[config.mk]
export PLATFORM = sky130hd
export DESIGN_NAME = pss_out_queue
export DESIGN_NICKNAME = d
export VERILOG_FILES = /design/src/sv/pss_pkg.sv /design/src/sv/pss_out_queue.sv
export SDC_FILE = /design/constraint.sdc
export NUM_CORES = 1
export LEC_CHECK = 0
export BUFFER_PORTS_ARGS = -buffer_cell sky130_fd_sc_hd__buf_2
export CAP_MARGIN = 20
export CORE_MARGIN = 2
export CORE_UTILIZATION = 52
export CTS_CLUSTER_DIAMETER = 80
export DETAILED_ROUTE_END_ITERATION = 12
export PLACE_DENSITY = 0.77
export SLEW_MARGIN = 20
export SYNTH_ARGS = -nofsm -noshare
export SYNTH_HDL_FRONTEND = slang
export SYNTH_SLANG_ARGS = --single-unit
[constraint.sdc]
create_clock -name clk -period 3.53 [get_ports clk]
set_clock_uncertainty 0.05 [all_clocks]
set_input_delay 0.1765 -clock clk [delete_from_list [all_inputs] [get_ports clk]]
set_output_delay 0.1765 -clock clk [all_outputs]
set_load 0.02 [all_outputs]
[src/sv/pss_pkg.sv]
package pss_pkg;

  localparam int VALUE_BITS     = 32;
  localparam int RES_BITS       = VALUE_BITS - 1;
  localparam int CFG_INDEX_BITS = 2;
  localparam int CFG_DATA_BITS  = 10;
  localparam int QDEPTH         = 4;
  localparam int QPTR_BITS      = 2;
  localparam int QLEVEL_BITS    = 3;

  typedef logic signed [VALUE_BITS-1:0] value_t;
  typedef logic [RES_BITS-1:0]          res_t;

  localparam value_t VALUE_MAX = {1'b0, {(VALUE_BITS-1){1'b1}}};
  localparam value_t VALUE_MIN = {1'b1, {(VALUE_BITS-1){1'b0}}};
  localparam res_t   RES_MAX   = {RES_BITS{1'b1}};

  localparam logic [CFG_INDEX_BITS-1:0] REG_GRID_LAST_INDEX = 2'd0;
  localparam logic [CFG_INDEX_BITS-1:0] REG_METHOD          = 2'd1;
  localparam logic [CFG_INDEX_BITS-1:0] REG_TRACK_RESIDUAL  = 2'd2;

  localparam logic METHOD_JACOBI       = 1'b0;
  localparam logic METHOD_GAUSS_SEIDEL = 1'b1;

  typedef struct packed {
    value_t grid_value;
    value_t forcing;
  } sample_t;

  typedef struct packed {
    value_t new_value;
    res_t   residual_max;
    logic   last;
  } result_t;

  typedef struct packed {
    logic emit;
    logic interior;
    logic second;
    logic last;
    logic first_col;
    logic clear;
  } pt_flags_t;

  typedef struct packed {
    value_t right;
    value_t up_old;
    value_t up_new;
    value_t forcing;
    value_t center0;
  } ls_rd_t;

  typedef struct packed {
    logic    first;
    logic    second;
    result_t a;
    result_t b;
  } push_t;

endpackage

[src/sv/pss_out_queue.sv]
module pss_out_queue (
  input  logic                                clk,
  input  logic                                rst,
  input  pss_pkg::push_t                      push,
  input  logic                                result_stall,
  output logic                                result_valid,
  output pss_pkg::result_t                    result,
  output logic [pss_pkg::QLEVEL_BITS-1:0]     level
);
  import pss_pkg::*;

  result_t entries [0:QDEPTH-1];
  logic [QPTR_BITS-1:0] wptr, rptr;
  logic [QPTR_BITS-1:0] wptr_b;
  logic [QLEVEL_BITS-1:0] n_push;
  logic pop;

  assign result_valid = (level != '0);
  assign result       = entries[rptr];
  assign pop          = result_valid && !result_stall;
  assign n_push       = QLEVEL_BITS'(push.first) + QLEVEL_BITS'(push.second);
  assign wptr_b       = push.first ? wptr + 1'b1 : wptr;

  always_ff @(posedge clk) begin
    if (rst) begin
      wptr  <= '0;
      rptr  <= '0;
      level <= '0;
    end else begin
      wptr  <= wptr + n_push[QPTR_BITS-1:0];
      level <= level + n_push - QLEVEL_BITS'(pop);
      if (pop) begin
        rptr <= rptr + 1'b1;
      end
    end
  end

  always_ff @(posedge clk) begin
    if (push.first) begin
      entries[wptr] <= push.a;
    end
    if (push.second) begin
      entries[wptr_b] <= push.b;
    end
  end

endmodule

==> flow_metrics.env <==
export IMPL_status="complete, no violations"
export IMPL_boundaryPins=201
export IMPL_fin_setup_tns_ps=0
export IMPL_grt_pass1_wl_um=48440
export IMPL_synth_area_mm2=0.01312
export IMPL_avgRoutedWirePerCell_um=21.93
export IMPL_cts_setup_buffers=0
export IMPL_rrSetupSlack_ps=320
export IMPL_final_area_mm2=0.01729
export IMPL_seq_area_frac_synth_pct=59.97
export IMPL_synth_most_common_cell="edfxtp_1"
export IMPL_yosysWarnings=0
export IMPL_grt_overflow_total=0
export IMPL_vias=8010
export IMPL_p_leak_nw=6.406
export IMPL_root_buffer="clkbuf_16"
export IMPL_post_route_min_period_ps=3211
export IMPL_clkTransAtPathRegs_ps=60
export IMPL_grt_max_degree=65
export IMPL_synth_commonest_cells="edfxtp_1, mux2_2, mux4_2"
export IMPL_synth_edf_count=256
export IMPL_reg2reg_to="entries[0][46]"
export IMPL_fp_dieH_um=162.8
export IMPL_placed_area_mm2=0.01449
export IMPL_period_share_pct=90.97
export IMPL_die_w_um=162.8
export IMPL_rows=58
export IMPL_peakVddDrop_mv=0.4911
export IMPL_cts_inserted_buffers=28
export IMPL_rsz0062_at_grt="no"
export IMPL_cp_end_kind="flip-flop"
export IMPL_synth_area_top_cells="edfxtp_1, mux2_2, mux4_2"
export IMPL_ys_ff_latch=265
export IMPL_cp_required_ps=3760
export IMPL_yosys_area_top_type="edfxtp_1"
export IMPL_io_buffers=200
export IMPL_critPathArrivalTime_ps=3440
export IMPL_hp_class="in -> reg"
export IMPL_critPathLaunchType="flip-flop"
export IMPL_synth_main_ff_cell="edfxtp_1"
export IMPL_hpwl_um=17580
export IMPL_r2r_cells=7
export IMPL_maxClockFrequency_mhz=311.4
export IMPL_hp_start="push[128]"
export IMPL_track_usage_pct=23.89
export IMPL_timing_slew_headroom_pct=31.56
export IMPL_htreeDepth=1
export IMPL_syn_nets=827
export IMPL_drv_cap=0
export IMPL_place_congestion=0.7423
export IMPL_reg2reg_from="wptr[0]"
export IMPL_cts_resized=0
export IMPL_clock_path_buffers=3
export IMPL_crit_fanout=32
export IMPL_tightest_slew_ps=1027
export IMPL_vias_per_cell=5.586
export IMPL_nNetsFinal=1224
export IMPL_maxSlewViolCount=0
export IMPL_wl_um=31440
export IMPL_hold_viol=0
export IMPL_syn_to_final_growth_pct=31.77
export IMPL_core_area_mm2=0.02496
export IMPL_start_util_pct=52.55
export IMPL_antenna_found_initial=1
export IMPL_drt_iter0_markers=563
export IMPL_clk_latency_ps=530
export IMPL_cts_tree="done"
export IMPL_avgSynthCellArea_um2=19.18
export IMPL_cts_sink_count=265
export IMPL_min_path_cells=3
export IMPL_dieArea_mm2=0.02652
export IMPL_synthDistinctLibCells=31
export IMPL_drt_first_pass_iters=5
export IMPL_holdPathEnd="entries[0][54]"
export IMPL_crit_type="reg -> reg"
export IMPL_hold_ws_ps=241.8
export IMPL_first_global_vias=8747
export IMPL_postSynthCellCount=684
export IMPL_drc=0
export IMPL_async_reset_ff_share_pct=0
export IMPL_p_per_area_mw_per_mm2=568.8
export IMPL_drive_gt1_share_pct=47.82
export IMPL_ant_nets=0
export IMPL_synth_top_area_share_pct=58.60
export IMPL_setup_viol=0
==> logic make-up after synthesis <==
logic type                 Yosys count  synth area share [%]
AOI/OAI and AO/OA                    9                0.4577
xor gates and xnor gates             4                0.2671
adders and majority gates           10                 1.011
buffers and inverters               53                 2.918
DFF                                265                 59.97
muxes                              321                 34.45
and+or+nand+nor                     22                0.9252
==> critical path: stages (launching register included) <==
cell and delay [ps]:
dfxtp_1 590, inv_2 120, ha_1 350, and3b_1 220
o21ai_4 410, buf_12 300, mux2_2 360, dlygate4sd3_1 550
==> worst max path at each step <==
stage	startpoint	endpoint	slack, ps	depth (start not counted)
CTS	wptr[0]	entries[2][2]	330	7
detailed placement	wptr[0]	entries[0][14]	830	6
floorplan	wptr[0]	entries[0][0]	210	7
finish	wptr[0]	entries[0][46]	320	7
global route	wptr[0]	entries[2][9]	200	7
global placement	wptr[0]	entries[0][41]	910	6
==> power by group <==
group / switching (mW) / total, mW / internal, mW
sequential: 0.175 / 4.20 / 4.03
clock: 1.17 / 2.73 / 1.56
combinational: 1.51 / 2.90 / 1.39
==> flip-flops by register name, summed over array words and instances, names as in the netlist, named ones only <==
register	count
rptr	2
wptr	2
level	3
entries	256
==> through the flow <==
stage               power (mW)  util, %  setup WS [ps]  instances
floorplan                6.077        -          205.7        684
global placement         6.879    58.03          914.9       1186
detailed placement       6.929    58.03          829.1       1186
CTS                      9.869    69.23          333.4       1432
global route             10.22    69.24          200.3       1433
finish                   9.833    69.25          318.8       1434
==> area by class of cell <==
cell class | instances | area (µm²)
inverter | 9 | 33.78
tap | 330 | 412.9
sequential | 265 | 7875
antenna | 2 | 5.005
timing repair buffer | 411 | 3173
clock inverter | 16 | 95.09
fill | 1661 | 7677
multi-input combinational | 366 | 4943
clock buffer | 35 | 748.2
==> layout by cell type (no fill, tap or decap), drive strengths merged, types with 4 or more instances in the layout <==
cell	Yosys	routed
inv	9	9
edfxtp	256	256
nor2	4	4
mux2	257	257
mux4	64	64
buf	36	216
ha	9	9
dlygate4sd3	0	195
dfxtp	9	9
nand2	5	5
nor2b	4	4
clkbuf	8	35
clkinv	0	15
==> layer usage <==
metal	vias to the layer above	track usage [%]	share of wire [%]
met5	-	0	0
met3	62	3.005	5.4
met2	302	42.08	52
met1	4054	30.75	40
li1	3592	-	-
met4	0	8.085	2.6
==> timing repair <==
item                                    4_1_cts  5_1_grt
hold buffers                                195        0
endpoints found under the setup margin        0        0
endpoints found under the hold margin       265        0
No activity file was read; power rests on OpenSTA's default activity.
