File: config.mk
export PLATFORM = sky130hd
export DESIGN_NAME = pss_stencil_pipe
export DESIGN_NICKNAME = d
export VERILOG_FILES = /design/src/sv/pss_pkg.sv /design/src/sv/pss_stencil_pipe.sv
export SDC_FILE = /design/constraint.sdc
export NUM_CORES = 1
export LEC_CHECK = 0
export ABC_AREA = 0
export BUFFER_PORTS_ARGS = -buffer_cell sky130_fd_sc_hd__buf_2
export CAP_MARGIN = 20
export CORE_MARGIN = 5
export CORE_UTILIZATION = 40
export CTS_CLUSTER_SIZE = 12
export DETAILED_ROUTE_END_ITERATION = 10
export GPL_TIMING_DRIVEN = 0
export PLACE_DENSITY = 0.62
export SLEW_MARGIN = 5
export SYNTH_ARGS = -nofsm -noshare
export SYNTH_HDL_FRONTEND = slang
export SYNTH_SLANG_ARGS = --single-unit
File: constraint.sdc
create_clock -name clk -period 6.4 [get_ports clk]
set_input_delay 0.32 -clock clk [delete_from_list [all_inputs] [get_ports clk]]
set_output_delay 0.32 -clock clk [all_outputs]
set_load 0.05 [all_outputs]
File: src/sv/pss_pkg.sv
package pss_pkg;

  localparam int VALUE_BITS     = 32;
  localparam int RES_BITS       = VALUE_BITS - 1;
  localparam int CFG_INDEX_BITS = 2;
  localparam int CFG_DATA_BITS  = 10;
  localparam int QDEPTH         = 4;
  localparam int QPTR_BITS      = 2;
  localparam int QLEVEL_BITS    = 3;

  typedef logic signed [VALUE_BITS-1:0] value_t;
  typedef logic [RES_BITS-1:0]          res_t;

  localparam value_t VALUE_MAX = {1'b0, {(VALUE_BITS-1){1'b1}}};
  localparam value_t VALUE_MIN = {1'b1, {(VALUE_BITS-1){1'b0}}};
  localparam res_t   RES_MAX   = {RES_BITS{1'b1}};

  localparam logic [CFG_INDEX_BITS-1:0] REG_GRID_LAST_INDEX = 2'd0;
  localparam logic [CFG_INDEX_BITS-1:0] REG_METHOD          = 2'd1;
  localparam logic [CFG_INDEX_BITS-1:0] REG_TRACK_RESIDUAL  = 2'd2;

  localparam logic METHOD_JACOBI       = 1'b0;
  localparam logic METHOD_GAUSS_SEIDEL = 1'b1;

  typedef struct packed {
    value_t grid_value;
    value_t forcing;
  } sample_t;

  typedef struct packed {
    value_t new_value;
    res_t   residual_max;
    logic   last;
  } result_t;

  typedef struct packed {
    logic emit;
    logic interior;
    logic second;
    logic last;
    logic first_col;
    logic clear;
  } pt_flags_t;

  typedef struct packed {
    value_t right;
    value_t up_old;
    value_t up_new;
    value_t forcing;
    value_t center0;
  } ls_rd_t;

  typedef struct packed {
    logic    first;
    logic    second;
    result_t a;
    result_t b;
  } push_t;

endpackage

File: src/sv/pss_stencil_pipe.sv
module pss_stencil_pipe #(
  parameter int CW = 10
) (
  input  logic                clk,
  input  logic                rst,
  input  logic                adv,
  input  logic                accept,
  input  pss_pkg::pt_flags_t  flags,
  input  logic [CW-1:0]       col,
  input  pss_pkg::value_t     cur,
  input  pss_pkg::ls_rd_t     rd,
  input  logic                method,
  input  logic                track_residual,
  output logic                nr_write,
  output logic [CW-1:0]       nr_addr,
  output pss_pkg::value_t     nr_data,
  output pss_pkg::push_t      push
);
  import pss_pkg::*;

  logic v1, v2, v3, v4, v5;
  pt_flags_t f1, f2, f3, f4, f5;
  logic [CW-1:0] c1, c2, c3;
  value_t cur1, cur2, cur3, cur4, cur5;
  value_t center2, center3, center4;
  value_t left2, left3;
  value_t frc2;
  value_t res4, res5;
  logic signed [VALUE_BITS+1:0] u2;
  logic signed [VALUE_BITS+3:0] t3;
  res_t d5;
  res_t running_max;
  res_t running_max_next;

  value_t win_center, win_left, prev_res;

  value_t center1, up1;
  logic signed [VALUE_BITS+1:0] u1;
  logic signed [VALUE_BITS+3:0] t2;
  value_t left_sel;
  logic signed [VALUE_BITS+4:0] s3;
  logic signed [VALUE_BITS+2:0] q3;
  value_t res3;
  logic signed [VALUE_BITS:0] diff4;
  logic [VALUE_BITS:0] mag4;
  res_t d4;

  assign center1 = f1.first_col ? rd.center0 : win_center;
  assign up1     = (method == METHOD_GAUSS_SEIDEL) ? rd.up_new : rd.up_old;
  assign u1      = (VALUE_BITS+2)'(up1) + (VALUE_BITS+2)'(rd.right)
                 + (VALUE_BITS+2)'(cur1);

  assign t2 = (VALUE_BITS+4)'(u2) + ((VALUE_BITS+4)'(frc2) <<< 2);

  assign left_sel = (method == METHOD_GAUSS_SEIDEL) ? prev_res : left3;
  assign s3       = (VALUE_BITS+5)'(t3) + (VALUE_BITS+5)'(left_sel);
  assign q3       = s3[VALUE_BITS+4:2];

  always_comb begin
    if (!f3.interior) begin
      res3 = center3;
    end else if (q3 > (VALUE_BITS+3)'(VALUE_MAX)) begin
      res3 = VALUE_MAX;
    end else if (q3 < (VALUE_BITS+3)'(VALUE_MIN)) begin
      res3 = VALUE_MIN;
    end else begin
      res3 = q3[VALUE_BITS-1:0];
    end
  end

  assign diff4 = (VALUE_BITS+1)'(center4) - (VALUE_BITS+1)'(res4);
  assign mag4  = diff4[VALUE_BITS] ? (VALUE_BITS+1)'(-diff4) : (VALUE_BITS+1)'(diff4);
  assign d4    = (mag4 > (VALUE_BITS+1)'(RES_MAX)) ? RES_MAX : mag4[RES_BITS-1:0];

  always_comb begin
    priority if (f5.clear) begin
      running_max_next = '0;
    end else if (f5.interior && track_residual && (d5 > running_max)) begin
      running_max_next = d5;
    end else begin
      running_max_next = running_max;
    end
  end

  always_ff @(posedge clk) begin
    if (rst) begin
      v1 <= 1'b0;
      v2 <= 1'b0;
      v3 <= 1'b0;
      v4 <= 1'b0;
      v5 <= 1'b0;
      running_max <= '0;
    end else if (adv) begin
      v1 <= accept;
      v2 <= v1;
      v3 <= v2;
      v4 <= v3;
      v5 <= v4;
      if (v5) begin
        running_max <= running_max_next;
      end
    end
  end

  always_ff @(posedge clk) begin
    if (adv) begin
      f1      <= flags;
      c1      <= col;
      cur1    <= cur;
      f2      <= f1;
      c2      <= c1;
      cur2    <= cur1;
      center2 <= center1;
      left2   <= win_left;
      u2      <= u1;
      frc2    <= rd.forcing;
      f3      <= f2;
      c3      <= c2;
      cur3    <= cur2;
      center3 <= center2;
      left3   <= left2;
      t3      <= t2;
      f4      <= f3;
      cur4    <= cur3;
      center4 <= center3;
      res4    <= res3;
      f5      <= f4;
      cur5    <= cur4;
      res5    <= res4;
      d5      <= d4;
      if (v1) begin
        win_left   <= center1;
        win_center <= rd.right;
      end
      if (v3) begin
        prev_res <= res3;
      end
    end
  end

  assign nr_write = adv && v3 && f3.emit;
  assign nr_addr  = c3;
  assign nr_data  = res3;

  assign push.first  = adv && v5 && f5.emit;
  assign push.second = adv && v5 && f5.second;
  assign push.a = '{new_value: res5, residual_max: running_max_next, last: 1'b0};
  assign push.b = '{new_value: cur5, residual_max: running_max_next, last: f5.last};

endmodule

==> results of run 1 <==
-- routing by layer --
layer	up-vias	routed length, um
li1	10000	-
met1	10100	33000
met2	540	39500
met3	114	3610
met4	0	2020
met5	-	0
-- where the power goes --
| group | leakage, nW | switching (W) | total, W | internal (W) |
|---|---|---|---|---|
| combinational | 7.66 | 0.00364 | 0.00572 | 0.00208 |
| clock | 1.23 | 0.00183 | 0.00445 | 0.00262 |
| sequential | 6.73 | 0.000342 | 0.00624 | 0.00590 |
| total | 15.6 | 0.00581 | 0.0164 | 0.0106 |
-- cell usage after synthesis, types with 7 or more instances --
cell type	number	area (um^2)
a211o_1	7	61.3
a211oi_1	13	97.6
a21o_1	63	473
a21oi_1	106	531
a31oi_1	18	113
and2_1	12	75.1
and3_1	11	68.8
buf_2	7	35.0
buf_4	35	263
clkbuf_1	58	218
dfxtp_1	36	721
edfxtp_1	668	20100
fa_1	35	701
ha_1	162	2030
inv_1	164	616
mux2_2	94	1060
nand2_1	70	263
nand2b_1	27	169
nand3_1	25	125
nand3_2	30	300
nand4_1	26	163
nor2_1	79	297
nor2b_1	22	138
nor3_1	21	105
o2111ai_1	34	298
o211ai_1	12	90.1
o21a_1	28	210
o21ai_0	72	360
o21bai_1	9	67.6
o221ai_1	33	289
o31ai_1	41	308
o32ai_1	31	272
or2_2	10	62.6
or3_1	7	43.8
xnor2_1	82	718
xor2_1	46	403
-- critical path: cells and delay by family --
family / cells / cell delay [ns]
adders and majority gates: 1 / 0.32
buffers and inverters: 5 / 1.58
muxes: 1 / 0.41
AOI/OAI and AO/OA: 10 / 3.26
-- area by class of cell --
class / count / area (um^2)
Fill cell: 7110 / 41600
Tap cell: 1070 / 1340
Multi-Input combinational cell: 1329 / 10900
Clock inverter: 42 / 507
Sequential cell: 704 / 20800
Inverter: 164 / 616
Clock buffer: 95 / 2050
Antenna cell: 7 / 17.5
Timing Repair Buffer: 517 / 3400
Buffer: 108 / 569
-- through the flow --
step                       TNS, ns  instances  total power (W)  util [%]
after detailed placement     -1.95       3768           0.0120      44.5
after global routing        -0.352       4034           0.0173      49.1
after global placement    -2912.97       3758           0.0119      44.2
after CTS                        0       4029           0.0166      49.1
final                            0       4036           0.0164      49.1
after floorplan                  0       2305           0.0104         -
-- how the worst max path moves through the flow --
stage | startpoint | endpoint | cells after the start
after global routing | method | nr_data[16] | 17
final | method | nr_data[16] | 17
after detailed placement | method | nr_data[12] | 17
after CTS | method | nr_data[13] | 17
after global placement | adv | win_center[10] | 3
after floorplan | method | prev_res[10] | 15
-- timing repair --
item | 4_1_cts | 5_1_grt
endpoints found under the hold margin | 127 | 0
setup buffers | 4 | 0
pin swaps | 2 | 0
hold buffers | 120 | 0
resized for setup | 1 | 1
endpoints found under the setup margin | 27 | 4
-- kinds of logic after synthesis --
group | synth area share, %
xor+xnor | 3.46
fa+ha+maj | 8.34
mux | 3.41
compound gates | 11.5
flops | 63.3
simple gates | 6.41
buf+inv | 3.60
other cells | 0.0114
==> summary.md, run 1 <==
| Metric | Value |
|---|---|
| Worst slack at placement | `-0.279 ns` |
| Worst Max-Slew Pin Slew | `between 0.8 and 0.9 ns` |
| Max_cap viols | `0` |
| FP Rows | `around 110` |
| Worst Hold Path EP | `center2[2]` |
| Highest clock rate | `0.160 GHz` |
| Crit-path max FO | `10` |
| Max reg flops | `35` |
| Mapped Cells | `2305` |
| Clock tree buffer depth | `3` |
| Final Hold Fails | `0` |
| Area delta synth->final | `22.3%` |
| RSZ-0062 raised after global routing | `yes` |
| Ys Warns | `0` |
| Ys async rst share | `0%` |
| Most frequent cells in the layout | `668 x edfxtp_1, 389 x buf_2, 164 x inv_1` |
| Crit-path slowest cell | `o221ai_1` |
| Share of cells above drive strength 1 | `approximately 24%` |
| CTS tree | `built` |
| DIE HEIGHT | `approximately 300 um` |
| Period utilization | `between 90% and 100%` |
| Critical path class | `primary input to output port` |
| Met3 Resource Use GR | `roughly 2.7%` |
| Grt peak-use layer | `met2` |
| Clock latency on the worst-skew pair | `between 0.6 and 0.7 ns` |
| Post-detail-place hpwl | `approximately 59000 um` |
| H-tree depth | `3` |
| Post-DP Area | `~36000 um^2` |
| M2 GR Usage | `30.5%` |
| Synthesized netlist net count | `2716` |
| Mean Syn Cell Area | `roughly 14 um^2` |
| Clock root buffer | `clkbuf_16` |
| EDFF count, synth | `between 600 and 700` |
| Ys flop type | `edfxtp_1` |
| Critical path cell sequence | `clkbuf_2, buf_12, clkbuf_1, mux2_2, ha_1, a21o_1, a211o_1, o211ai_1, a21oi_1, o211a_1, a21oi_1, o31ai_1, a21boi_0, o221ai_2, clkbuf_1, o221ai_1, buf_2` |
| Vias in the first global route | `21200` |
| Final worst path period need | `about 6.3 ns` |
| Die Wd | `297 um` |
| DRC | `0` |
| GPL Wtd Cong | `roughly 0.87` |
| Critical path arrival | `5.93 ns` |
| Hold slack | `between 0.04 and 0.05 ns` |
| Core ar. | `~82000 um^2` |
| Largest net degree at the start of global routing | `about 120` |
| Iteration-0 DRC Markers | `approximately 1300` |
| Critical Path RT | `approximately 6.1 ns` |
| Leakage | `15.6 nW` |
| Clk_skew | `between 0.02 and 0.03 ns` |
| Worst stage delay on the critical path | `0.68 ns` |
| I/O Buffers | `383` |
| CTS Buf Count | `a little under 80` |
| Most common cell after layout, fill and taps aside | `edfxtp_1` |
| Largest registers | `t3 (35), u2 (34)` |
| Status | `finished clean` |
| Worst R2R Path Depth | `14` |
| Clk slew on worst S/H paths | `around 0.05 ns` |
| #FFs+latches synth | `~700` |
| Antenna violations before repair | `7` |
| Final WS setup | `about 0.15 ns` |
| Via-to-Cell Ratio | `5.14` |
| ANT nets after route | `0` |
| Reg2reg setup slack | `~1.5 ns` |
| Reg-to-reg endpoint | `d5[27]` |
| Mapped cell area | `32800 um^2` |
| Count of pins over their slew limit | `0` |
| Largest reg by FF count | `t3` |
| DR WL/cell | `~19 um` |
| Seq/Total Area, Yosys | `between 60% and 70%` |
| Hold path startpoint | `rd[2]` |
| Worst VDD drop | `approximately 210 uV` |
| Critical Path Sink Type | `output port` |
| Die Footprint | `87900 um^2` |
| First-pass GRT wire length | `118000 um` |
| Post-route cell area | `approximately 40000 um^2` |
| CTS sink cnt | `between 700 and 800` |
| Hold Crit Class | `primary input to flop` |
| Yosys cell types | `between 80 and 90` |
| Worst slew margin | `about 44%` |
| Cell Pwr Density | `approximately 410 nW/um^2` |
| Total wire length | `about 80000 um` |
| Final setup viols | `0` |
| Routed via count | `between 20000 and 25000` |
| GRT Util Overall | `17.2%` |
| Initial Util | `roughly 40%` |
| Drt pass-1 iters | `5` |
| Met1 Use GR | `a little over a fifth` |
| IO Pins | `387` |
| Startpoint types | `primary input` |
| Final nets | `3314` |
| FF-to-FF Start | `res4[5]` |
| Grt total ovfl | `0` |
| Hold Path Cell Cnt | `2` |
No activity file was read; power rests on OpenSTA's default activity.
==> run 2, diff against run 1 <==
RECOVER_POWER = 100   (was unset)
==> run 2 against run 1 <==
  * Final cell count unchanged
  * Sequential share of layout area is 0.28 points higher
  * Non-clock buffer count did not move
  * First-iteration DRC count rose by 0.24%
  * Critical path type unchanged
  * Maximum frequency decreased by 1.2%
  * The run now ends with max-capacitance violations, max-slew violations left
  * Highest routed layer unchanged
  * Clock skew down 0.00056 ns
==> summary.md, run 2 (synthesis results as in run 1) <==
| Metric | Value |
|---|---|
| Status | `finished with violations` |
| Failing checks | `max-capacitance violations, max-slew violations` |
| Via-to-Cell Ratio | `a little over 5` |
| Max reg flops | `35` |
| Final Hold Fails | `0` |
| Most common cell after layout, fill and taps aside | `edfxtp_1` |
| Final worst path period need | `6.33 ns` |
| Clock latency on the worst-skew pair | `0.63 ns` |
| Drt pass-1 iters | `5` |
| Critical Path Sink | `nr_data[16]` |
| Crit-path max FO | `10` |
| Grt total ovfl | `0` |
| Uppermost layer routed | `met4` |
| GPL Wtd Cong | `slightly below 0.9` |
| Clock root buffer | `clkbuf_16` |
| FF-to-FF Start | `prev_res[2]` |
| Area delta synth->final | `21.7%` |
| Vias in the first global route | `21200` |
| Worst Max-Slew Pin Slew | `roughly 4.1 ns` |
| Share of cells above drive strength 1 | `20.4%` |
| WL met2 | `a little under 40000 um` |
| CTS Buf Count | `about 80` |
| Setup TNS Final | `0 ns` |
| Cell Pwr Density | `roughly 410 nW/um^2` |
| Iteration-0 DRC Markers | `around 1300` |
| Count of pins over their slew limit | `233` |
| CTS tree | `built` |
| CP top delay family | `compound AO/OA/AOI/OAI gates` |
| Final nets | `between 3000 and 4000` |
| Total Power | `0.0164 W` |
| Antenna violations before repair | `7` |
| Hold slack | `roughly 0.04 ns` |
| Critical path class | `primary input to output port` |
| Most frequent cells in the layout | `668 x edfxtp_1, 279 x buf_2, 182 x clkbuf_1` |
| Die Footprint | `roughly 88000 um^2` |
| IO Pins | `between 300 and 400` |
| Worst VDD drop | `slightly below 200 uV` |
| Critical path cell sequence | `clkbuf_2, buf_12, clkbuf_1, mux2_2, ha_1, a21o_1, a211o_1, o211ai_1, a21oi_1, o211a_1, a21oi_1, o31ai_1, a21boi_0, o221ai_2, clkbuf_1, o221ai_1, buf_2` |
| Largest net degree at the start of global routing | `118` |
| Critical path arrival | `around 6 ns` |
| Critical Path Sink Type | `output port` |
| Clk_skew | `about 0.026 ns` |
| Worst slew margin | `-174%` |
| Crit path buf inv count | `5` |
| Startpoint types | `primary input` |
| Routed via count | `slightly above 20000` |
| Final setup viols | `0` |
| RSZ-0062 raised after global routing | `yes` |
| DR WL/cell | `19.4 um` |
| Die Wd | `297 um` |
| Largest registers | `t3 (35), u2 (34)` |
| First-pass GRT wire length | `~120000 um` |
| FP Rows | `approximately 110` |
| Clock tree buffer depth | `3` |
| H-tree depth | `3` |
| Leakage | `around 15 nW` |
| Stages on worst setup path | `17` |
| Max_cap viols | `3` |
| Highest clock rate | `0.158 GHz` |
| Core ar. | `slightly above 80000 um^2` |
| Critical Path RT | `about 6.1 ns` |
| Largest reg by FF count | `t3` |
| Post-detail-place hpwl | `between 50000 and 60000 um` |
| Crit-path slowest cell | `o221ai_1` |
| Reg-to-reg endpoint | `res4[16]` |
| Metal3 WL | `between 3000 and 4000 um` |
| CTS sink cnt | `about 700` |
| Hold Crit Class | `primary input to flop` |
| Period utilization | `98.9%` |
| Total wire length | `~78000 um` |
| Reg2reg setup slack | `around 1.5 ns` |
| GRT Util Overall | `between 10% and 20%` |
| Worst stage delay on the critical path | `0.73 ns` |
| ANT nets after route | `0` |
| Clk slew on worst S/H paths | `~0.05 ns` |
| I/O Buffers | `383` |
| DRC | `0` |
| Initial Util | `between 40% and 50%` |
| Routed length on met1 | `approximately 33000 um` |
| CP startpoint | `method` |
| DIE HEIGHT | `297 um` |
| Worst R2R Path Depth | `12` |
==> run 2: worst min path at each step <==
stage / slack [ns] / start / cells past startpoint / end
final: 0.04 / rd[2] / 2 / center2[2]
after detailed placement: 0.40 / c1[5] / 0 / c2[5]
after floorplan: 0.40 / c1[0] / 0 / c2[0]
after CTS: 0.003 / rd[29] / 2 / center2[29]
after global routing: 0.03 / rd[10] / 2 / center2[10]
after global placement: 0.40 / c1[0] / 0 / c2[0]
==> run 2: metrics by stage <==
stage               util (%)  area [um^2]  std cells  setup WS [ns]
global route            48.9        39900       4035         -0.133
finish                  48.9        39900       4036         0.0728
CTS                     49.1        40100       4029         0.0657
detailed placement      44.5        36300       3768         -0.279
global placement        44.2        36100       3758          -6.73
floorplan                  -        32800       2305           1.38
==> run 2: layer usage <==
| layer | global-route usage (%) | up-vias |
|---|---|---|
| li1 | - | 10000 |
| met1 | 21.8 | 10000 |
| met2 | 30.5 | 547 |
| met3 | 2.72 | 114 |
| met4 | 5.62 | 0 |
| met5 | 0 | - |
==> run 2: timing repair <==
action,4_1_cts,5_1_grt
hold buffers,120,0
resized for setup,1,1
cloned,0,0
buffers inserted,4,0
endpoints found under the setup margin,27,4
pin swaps,2,0
endpoints found under the hold margin,127,0
==> run 2: final cells by class <==
type / instances / area (um^2)
fill: 7182 / 41800
sequential: 704 / 20800
multi-input combinational: 1329 / 10900
timing repair buffer: 517 / 3190
clock buffer: 95 / 2050
tap: 1070 / 1340
inverter: 164 / 616
buffer: 108 / 569
clock inverter: 42 / 507
antenna: 7 / 17.5
==> run 2: report_power, final <==
| part | switching (W) | internal, W | leakage (nW) |
|---|---|---|---|
| Combinational | 0.00364 | 0.00206 | 7.33 |
| Sequential | 0.000342 | 0.00590 | 6.73 |
| Clock | 0.00182 | 0.00262 | 1.23 |
| Total | 0.00581 | 0.0106 | 15.3 |
==> run 3, diff against run 2 <==
CORE_UTILIZATION = 55   (was 40)
PLACE_DENSITY = unset   (was 0.62)
PLACE_DENSITY_LB_ADDON = 0.1   (was unset)
==> run 3 against run 2 <==
  * The run still ends with max-capacitance violations, max-slew violations left
  * Via count increased by 0.84%
  * Clock-buffer cell count rose by 3
  * Worst hold slack worse by 0.0081 ns
  * Critical path depth fell by 1
  * Final area is 2.9% lower
  * Non-clock buffer count shrank 11
  * Power decreased by 4.3%
  * Final cell count down 8.1%
  * Largest power group unchanged
  * First-iteration DRC count decreased by 13%
  * Combinational power is 3% lower
==> summary.md, run 3 (synthesis results as in run 1) <==
| Metric | Value |
|---|---|
| Clock root buffer | `clkbuf_16` |
| Failing checks | `max-capacitance violations, max-slew violations` |
| GRT Util Overall | `a little under a quarter` |
| Final nets | `3298` |
| Filler instances | `approximately 4300` |
| Most common cell after layout, fill and taps aside | `edfxtp_1` |
| Worst stage delay on the critical path | `0.61 ns` |
| Most frequent cells in the layout | `668 x edfxtp_1, 265 x clkbuf_1, 180 x buf_2` |
| Startpoint types | `primary input` |
| Vias in the first global route | `between 20000 and 25000` |
| Critical path arrival | `around 5.8 ns` |
| RSZ-0062 raised after global routing | `no` |
| Critical path cell sequence | `clkbuf_2, mux2_2, ha_1, a21o_1, a211o_1, o211ai_1, a21oi_1, o211a_1, a21oi_1, o311ai_1, maj3_1, o211ai_1, clkbuf_1, buf_2, o221ai_1, clkbuf_2` |
| Worst slew margin | `-110%` |
| DRC | `0` |
| Clock tree buffer depth | `3` |
| Antenna violations before repair | `3` |
| CTS sink cnt | `704` |
| Routed length on met1 | `roughly 32000 um` |
| Inst Count DP | `~3500` |
| Crit-path slowest cell | `clkbuf_2` |
| Post-DP Area | `roughly 36000 um^2` |
| Final Hold Fails | `0` |
| Drt pass-1 iters | `5` |
| Die Footprint | `64700 um^2` |
| Share of cells above drive strength 1 | `about 15%` |
| IO Pins | `between 300 and 400` |
| Hold Crit Class | `primary input to flop` |
| Critical path class | `primary input to output port` |
| Hold path startpoint | `rd[11]` |
| Grt total ovfl | `0` |
| Storage cell area | `around 21000 um^2` |
| Largest reg by FF count | `t3` |
| Metal3 WL | `around 4300 um` |
| Core ar. | `between 50000 and 60000 um^2` |
| Largest registers | `t3 (35), u2 (34)` |
| Crit path buf inv count | `4` |
| Count of pins over their slew limit | `between 200 and 250` |
| Highest clock rate | `about 0.16 GHz` |
| Die Wd | `about 250 um` |
| Final worst path period need | `around 6.1 ns` |
| GPL Wtd Cong | `0.864` |
| Area delta synth->final | `18.1%` |
| Clk slew on worst S/H paths | `around 0.060 ns` |
| Hold Path Cell Cnt | `2` |
| CP top delay family | `compound AO/OA/AOI/OAI gates` |
| I/O Buffers | `~380` |
| First-pass GRT wire length | `118000 um` |
| CTS Buf Count | `74` |
| Worst Max-Slew Pin Slew | `about 3.1 ns` |
| Clock latency on the worst-skew pair | `0.62 ns` |
| Worst Hold Path EP | `win_left[11]` |
| ANT nets after route | `0` |
| Routed via count | `~21000` |
| Worst VDD drop | `a little under 300 uV` |
| Via-to-Cell Ratio | `5.63` |
| Status | `finished with violations` |
| CTS tree | `built` |
| Critical Path RT | `~6.1 ns` |
| Total wire length | `~76000 um` |
| FP Rows | `between 80 and 90` |
| DIE HEIGHT | `between 200 and 300 um` |
| Cell Pwr Density | `~400 nW/um^2` |
| Initial Util | `between 50% and 60%` |
| WL met2 | `between 30000 and 40000 um` |
| Non-Filler Instances | `roughly 3700` |
| Total Power | `0.0157 W` |
| Reg2reg setup slack | `between 0.6 and 0.7 ns` |
| Post-detail-place hpwl | `between 50000 and 60000 um` |
| Finished Core Util | `about 66%` |
| DR WL/cell | `a little over 20 um` |
| FF-to-FF Start | `res4[0]` |
| Multi-input logic area | `between 10000 and 15000 um^2` |
| Period utilization | `between 90% and 100%` |
| Max reg flops | `35` |
| Post-route cell area | `between 30000 and 40000 um^2` |
| Largest net degree at the start of global routing | `around 130` |
| Reg-to-reg endpoint | `d5[19]` |
| Crit-path max FO | `19` |
| Final setup viols | `0` |
| Clk_skew | `between 0.02 and 0.03 ns` |
| Uppermost layer routed | `met4` |
| Critical Path Sink Type | `output port` |
| Iteration-0 DRC Markers | `1103` |
| Setup TNS Final | `0 ns` |
| Worst R2R Path Depth | `14` |
| H-tree depth | `3` |
| Leakage | `14.7 nW` |
| Max_cap viols | `4` |
[run 3: worst register-to-register path: cells and delay by family, from the launching register on]
kind | cells | cell delay [ns]
AOI/OAI and AO/OA | 5 | 2.18
and+or+nand+nor | 5 | 1.77
adders and majority gates | 2 | 0.67
DFF | 1 | 0.41
buffers and inverters | 1 | 0.25
xor gates and xnor gates | 1 | 0.24
[run 3: power breakdown]
group	total [W]	internal (W)	switching (W)
Combinational	0.00555	0.00198	0.00358
Clock	0.00391	0.00223	0.00168
Sequential	0.00623	0.00590	0.000323
Total	0.0157	0.0101	0.00558
[run 3: what timing repair did]
item,in CTS,in global routing
pin swaps,2,0
hold endpoints to repair,113,0
endpoints found under the setup margin,31,5
setup buffers,4,0
resized for setup,0,1
hold buffers,113,0
[run 3: worst max-delay path by stage]
stage,cells past startpoint,slack [ns],endpoint,start
after detailed placement,16,-0.46,nr_data[15],method
final,16,0.28,nr_data[17],method
after CTS,16,0.22,nr_data[15],method
after global placement,3,-6.53,win_left[3],adv
after floorplan,15,1.38,prev_res[10],method
after global routing,17,0.06,nr_data[15],method
[run 3: layout make-up]
type	instances	area share (%)
Timing Repair Buffer	507	7.58
Multi-Input combinational cell	1329	27.7
Clock buffer	98	5.14
Sequential cell	704	53.6
Inverter	164	1.59
Tap cell	773	2.49
Antenna cell	4	0.0258
Clock inverter	23	0.455
Buffer	107	1.46
[run 3: through the flow]
stage | hold slack, ns | setup WS, ns
final | 0.0326 | 0.275
after global routing | 0.0173 | 0.0636
after CTS | 0.00378 | 0.217
after detailed placement | 0.405 | -0.456
after global placement | 0.400 | -6.53
after floorplan | 0.400 | 1.38
[run 3: layer usage]
layer,GRT usage (%),vias up
met5,0,-
met4,8.04,0
met1,30.1,10100
met2,40.3,641
li1,-,9984
met3,3.80,137
